--- src/hw/rtl/swm_pkg.sv ---
// Shared types and constants for the sliding window maximum block.
`default_nettype none

package swm_pkg;

    // Width of one sample and of the window size register.
    localparam int SAMPLE_W = 32;
    localparam int WINDOW_W = 7;

    // Window size after reset.
    localparam logic [WINDOW_W-1:0] WINDOW_RESET = 7'd1;

    typedef logic signed [SAMPLE_W-1:0] sample_t;

    // Control that the top level broadcasts to every cell of the chain.
    typedef struct packed {
        logic step;     // a sample word is taken in this cycle
        logic restart;  // the sample opens a new stream
        logic shift;    // the front entry leaves; each cell takes its right neighbor
    } cell_ctrl_t;

endpackage

`default_nettype wire

--- src/hw/rtl/swm_cell.sv ---
// One cell of the monotonic deque chain: holds one entry and its age.
`default_nettype none

module swm_cell
    import swm_pkg::*;
#(
    parameter int AGE_W = 6
)
(
    input  wire logic             clk,
    input  wire logic             rst_n,
    input  wire cell_ctrl_t       ctrl,
    input  wire sample_t          sample,
    input  wire logic             right_valid,
    input  wire sample_t          right_value,
    input  wire logic [AGE_W-1:0] right_age,
    input  wire logic             right_keep,
    input  wire logic             left_src_keep,
    output logic                  valid,
    output sample_t               value,
    output logic [AGE_W-1:0]      age,
    output logic                  keep,
    output logic                  src_keep,
    output sample_t               value_next
);

    logic             valid_reg;
    logic             valid_next;
    sample_t          value_reg;
    logic [AGE_W-1:0] age_reg;
    logic [AGE_W-1:0] age_next;
    sample_t          src_value;
    logic [AGE_W-1:0] src_age;

    // An entry survives a new sample unless the sample is strictly larger.
    assign keep = valid_reg && (value_reg >= sample);

    // The entry that lands here comes from this cell or, on a shift, from the right.
    assign src_value = ctrl.shift ? right_value : value_reg;
    assign src_age   = ctrl.shift ? right_age : age_reg;
    assign src_keep  = !ctrl.restart && (ctrl.shift ? right_keep : keep);

    // Next entry: kept entry ages by one; the first free slot takes the sample; a shift alone takes the right entry.
    always_comb
    begin
        valid_next = valid_reg;
        value_next = value_reg;
        age_next   = age_reg;
        if (ctrl.step)
        begin
            if (src_keep)
            begin
                valid_next = 1'b1;
                value_next = src_value;
                age_next   = src_age + AGE_W'(1);
            end
            else if (left_src_keep)
            begin
                valid_next = 1'b1;
                value_next = sample;
                age_next   = '0;
            end
            else
            begin
                valid_next = 1'b0;
            end
        end
        else if (ctrl.shift)
        begin
            valid_next = right_valid;
            value_next = right_value;
            age_next   = right_age;
        end
    end

    // Occupancy flag is control state; value and age are payload.
    always_ff @(posedge clk or negedge rst_n)
    begin
        if (!rst_n)
        begin
            valid_reg <= 1'b0;
        end
        else
        begin
            valid_reg <= valid_next;
        end
    end

    always_ff @(posedge clk)
    begin
        value_reg <= value_next;
        age_reg   <= age_next;
    end

    assign valid = valid_reg;
    assign value = value_reg;
    assign age   = age_reg;

endmodule

`default_nettype wire

--- config.mk ---
export PLATFORM = sky130hd
export DESIGN_NAME = swm_cell
export DESIGN_NICKNAME = d
export VERILOG_FILES = /design/src/hw/rtl/swm_pkg.sv /design/src/hw/rtl/swm_cell.sv
export SDC_FILE = /design/constraint.sdc
export NUM_CORES = 1
export LEC_CHECK = 0
export BUFFER_PORTS_ARGS = -buffer_cell sky130_fd_sc_hd__buf_2
export CAP_MARGIN = 20
export CORE_MARGIN = 2
export CORE_UTILIZATION = 30
export CTS_BUF_LIST = sky130_fd_sc_hd__clkbuf_2
export DETAILED_ROUTE_END_ITERATION = 8
export PLACE_DENSITY = 0.69
export SLEW_MARGIN = 20
export SYNTH_ARGS = -nofsm -noshare
export SYNTH_HDL_FRONTEND = slang
export SYNTH_SLANG_ARGS = --single-unit
--- constraint.sdc ---
create_clock -name clk -period 3.7 [get_ports clk]
set_input_delay 0.555 -clock clk [delete_from_list [all_inputs] [get_ports clk]]
set_output_delay 0.555 -clock clk [all_outputs]
set_load 0.05 [all_outputs]
### Yosys cells after proc, flatten, opt, wreduce, memory -nomap -nowiden

Cells that the tools add are included.

| storage, ports and cells | value |
|---|---|
| register bits | 39 |
| output and inout bits | 73 |
| logic and storage cells | 23 |

| cells by class | value |
|---|---|
| add/subtract/negate cells | 1 |
| magnitude comparators | 1 |
| equal/unequal tests | 1 |
| multiplexer cells | 13 |
| reductions and logical operators | 4 |

Operator list:

| cell | number |
|---|---|
| $mux W32 | 4 |
| $ge A32 B32 Y1 | 1 |
| $mux W6 | 4 |
| $add A6 B1 Y6 const B | 1 |
| $mux W1 | 5 |
| $ne A3 B1 Y1 const B | 1 |
| $logic_and A1 B1 Y1 | 2 |
| $reduce_bool A2 Y1 | 1 |
| $logic_not A1 Y1 | 1 |

### Longest topological paths before layout

| depth | value |
|---|---|
| word-level depth | 6 |
| gate-level depth with buffers | 10 |

### Least setup slack after synthesis

Ideal clock, no wire load.

| timing | value |
|---|---|
| path type | reg2out |
| start | register value_reg[30], in the netlist value[30] |
| end | output value_next[10] |
| arrival time | 3.050 ns |
| data required time | 3.145 ns |
| setup slack | 0.095 ns |
| cell stages (with the launch flop) | 10 |
| cells stage by stage | dfxtp_1 ha_1 a21oi_2 nand2_1 a221o_1 or4_4 a41o_4 nand3_4 buf_8 o221a_1 |

| on the way | value |
|---|---|
| cells in the longest elaborated chain, start to end | 6 |

RTL lines:

| what | line | source |
|---|---|---|
| start, declared | swm_cell.sv:29 | `sample_t value_reg;` |
| start signal, assigned | swm_cell.sv:91 | `value_reg <= value_next;` |
| $ge A32 B32 Y1 | swm_cell.sv:36 | `assign keep = valid_reg && (value_reg >= sample);` |
| $logic_and A1 B1 Y1 | swm_cell.sv:36 |  |
| $mux W1 | swm_cell.sv:41 | `assign src_keep = !ctrl.restart && (ctrl.shift ? right_keep : keep);` |
| $logic_and A1 B1 Y1 | swm_cell.sv:41 |  |
| $mux W32 | swm_cell.sv:51 | `if (src_keep)` |
| $mux W32 | swm_cell.sv:49 | `if (ctrl.step)` |
| end, declared | swm_cell.sv:24 | `output sample_t value_next` |

No other way between the ends.

### Worst setup path after layout

| timing | value |
|---|---|
| start | input sample[21] |
| end | output value_next[14] |

| on the way | value |
|---|---|
| cells in the longest elaborated chain, start to end | 6 |

RTL lines:

| what | line | source |
|---|---|---|
| start, declared | swm_cell.sv:13 | `input wire sample_t sample,` |
| $ge A32 B32 Y1 | swm_cell.sv:36 |  |
| $logic_and A1 B1 Y1 | swm_cell.sv:36 |  |
| $mux W1 | swm_cell.sv:41 |  |
| $logic_and A1 B1 Y1 | swm_cell.sv:41 |  |
| $mux W32 | swm_cell.sv:51 |  |
| $mux W32 | swm_cell.sv:49 |  |

No other way between the ends.

==> summary.md <==
| Metric | Value |
|---|---|
| DRC Markers | 0 |
| Syn nets | 393 |
| Bufs and invs on worst path | 5 |
| Post-synth EDFFs | 6 |
| H-tree Lvls | 2 |
| Critical-path cell list | buf_2, inv_1, ha_4, a21oi_2, o21ai_2, a221o_1, or4_4, a31oi_4, o2bb2ai_4, buf_6, clkbuf_16, o221a_1, buf_6 |
| Top Layer Used | met4 |
| Post-DR vias/cell | a little over 5 |
| Clock sink count | 39 |
| Core Box Area | around 8700 um^2 |
| Port buffer count | 150 |
| Cell family with most CP delay | compound AO/OA/AOI/OAI gates |
| Max Freq | about 0.27 GHz |
| Vias in the first global route | around 2800 |
| Top post-synthesis cells by area | dfxtp_1 (24%), ha_1 (15%), o221a_1 (13%) |
| Post-route insts no fill | 565 |
| Main synth FF type | dfxtp_1 |
| CTS Buffer Depth | 2 |
| IO Count | 151 |
| Clock transition at path regs | about 0.21 ns |
| Max VDD drop | 0.000199 V |
| Asr flop ratio synth | 2.56% |
| Netlist cell types | 44 |
| Area delta synth->final | 66.4% |
| Avg WL per Cell | about 17 um |
| Crit-path most repeated cell | buf_6 |
| Status | finished clean |
| Final period util | a little under 100% |
| Nets | around 570 |
| Fin Setup TNS | 0 ns |
| Total CTS buffers | 5 |
| Gpl congestion | 0.789 |
| Die Area | 9780 um^2 |
| Worst Hold Class | in -> async |
| Cell Area, Synth | 2700 um^2 |
| Synth warn | 0 |
| CP Max Fanout | 5 |
| First-pass GRT wire length | 13.3 mm |
| Most common cell after layout, fill and taps aside | buf_2 |
| FP Rows | 34 |
| Via count | roughly 2900 |
| Final ANT Viol Nets | 0 |
| Placed wire-length estimate | 6.16 mm |
| Crit-path max cell delay | 0.53 ns |
| Synth Area per Inst | approximately 9.6 um^2 |
| Layout cells sized above 1 | 54.9% |
| Area share of the largest cell type after synthesis | 23.7% |
| TritonCTS clock tree | built |
| Skew-Pair Late Insertion Delay | 0.38 ns |
| DRT iter0 DRCs | 65 |
| Startpoint types | input pin |
| Post-synthesis sequential area ratio | approximately 31% |
| Fin. Hold Viols | 0 |
| Clk Tree Root Cell | clkbuf_2 |
| Final Skew | around 0.007 ns |
| Final Max Tran Viols | 0 |
| Met3 WL | just over 500 um |
| Gr usage total | 16.7% |
| Total of max-cap violations | 0 |
| Yosys reg bits | 39 |
| LEAKAGE | 2.11 nW |
| First-pass DRT Iterations | 4 |
| Worst-Margin Slew | 0.489 ns |
| WP data required | 3.14 ns |
| Largest net degree at the start of global routing | 43 |
| Worst setup EP type | output pin |
| Headroom to the max-slew limit | 67.4% |
| Placed Cells incl. Taps | 535 |
| Crit path DAT | 3.12 ns |
| DIE HEIGHT | between 90 and 100 um |
| Post-Route WL | slightly above 9 mm |
| Setup CP Type | in -> out |
| Critical path's slowest cell | or4_4 |
| Commonest non-fill, non-tap cells in the layout | buf_2 (118), inv_1 (39), buf_6 (34) |
| ANT cells | 0 |
| M1 WL | about 4 mm |
| GR Overflow Total | 0 |
| Initial antenna violation count | 0 |
| Met2 wire len | 4.77 mm |
| Initial Util | around 31% |
| Die X-Extent | 98.9 um |
| Mapped Cells | approximately 280 |
| Final setup fails | 0 |
| Total power | 0.00203 W |
| Power Density | 452 nW/um^2 |
| Tmin final | 3.67 ns |
| Max FFs per register | 32 |
| Dominant cell type by area after synthesis | dfxtp_1 |
| Unrepaired setup endpoints after global routing | yes |
## what timing repair did
item / in CTS / in global routing
endpoints found under the setup margin: 32 / 32
buffers inserted: 7 / 11
gates cloned: 1 / 4
pin swaps: 18 / 26
hold buffers: 1 / 0
endpoints found under the hold margin: 1 / 0
resized for setup: 87 / 40
## path summary, 6_finish.rpt
| kind | cells after the start | endpoint | slack (ns) | from |
|---|---|---|---|---|
| min in group clk | 2 | value[1] | 0.46 | sample[1] |
| worst max-delay path | 13 | value_next[14] | 0.03 | sample[21] |
| max in group asynchronous | 2 | valid | 3.18 | rst_n |
| worst min-delay path | 2 | valid | 0.44 | rst_n |
| worst max register to register | 10 | age[2] | 0.75 | value[21] |
| worst min register to register | 1 | value[0] | 0.61 | value[0] |
## per-layer routing
metal | vias to the layer above | GRT usage (%)
met5 | - | 0
met1 | 1359 | 20.7
li1 | 1407 | -
met3 | 6 | 3.26
met2 | 91 | 30.0
met4 | 0 | 3.48
## Yosys cell counts (all sizes together) (2+ instances only)
master   instances
inv             39
ha              33
dfxtp           32
nand3b          32
o221a           32
a21oi           19
nand2           15
nor2             9
clkbuf           8
buf              7
o21ai            7
edfxtp           6
mux2i            5
nand3            5
nand4            5
nor3             3
and4             2
mux2             2
o2bb2ai          2
xor2             2
## kinds of logic after synthesis
logic type	after synthesis	synth area share (%)
muxes	7	2.69
xor gates and xnor gates	3	0.972
buffers and inverters	54	9.63
DFF	39	31.3
AOI/OAI and AO/OA	71	23.0
and+or+nand+nor	75	17.1
adders and majority gates	33	15.3
## stage by stage
step / hold WS, ns / worst slack (ns) / utilization, % / cell area (um^2)
floorplan: 0.259 / 0.0953 / - / 2700
global placement: 0.331 / 0.0328 / 41.3 / 3600
detailed placement: 0.331 / -0.0223 / 41.3 / 3600
CTS: 0.405 / -0.000355 / 46.6 / 4070
global route: 0.398 / -0.0783 / 51.6 / 4500
finish: 0.441 / 0.0297 / 51.6 / 4500
## where the power goes
group          switching [W]  internal [W]
registers          0.0000686      0.000509
logic               0.000779      0.000481
clock network       0.000146     0.0000493
total               0.000994       0.00104
## final cells by class
cell class | instances | area, um^2
repair buffers | 183 | 1350
inverters | 39 | 146
flip-flops and latches | 39 | 862
clock buffers | 7 | 35.0
well taps | 108 | 135
fillers | 797 | 4220
multi-input cells | 189 | 1960
## worst reg2reg max path, delay by kind of cell (launching register included)
| family | cells | cell delay (ns) |
|---|---|---|
| fa+ha+maj | 1 | 0.20 |
| compound gates | 4 | 0.83 |
| simple gates | 3 | 0.99 |
| buf+inv | 2 | 0.26 |
| flops | 1 | 0.40 |
(Power assumes the default switching activity.)
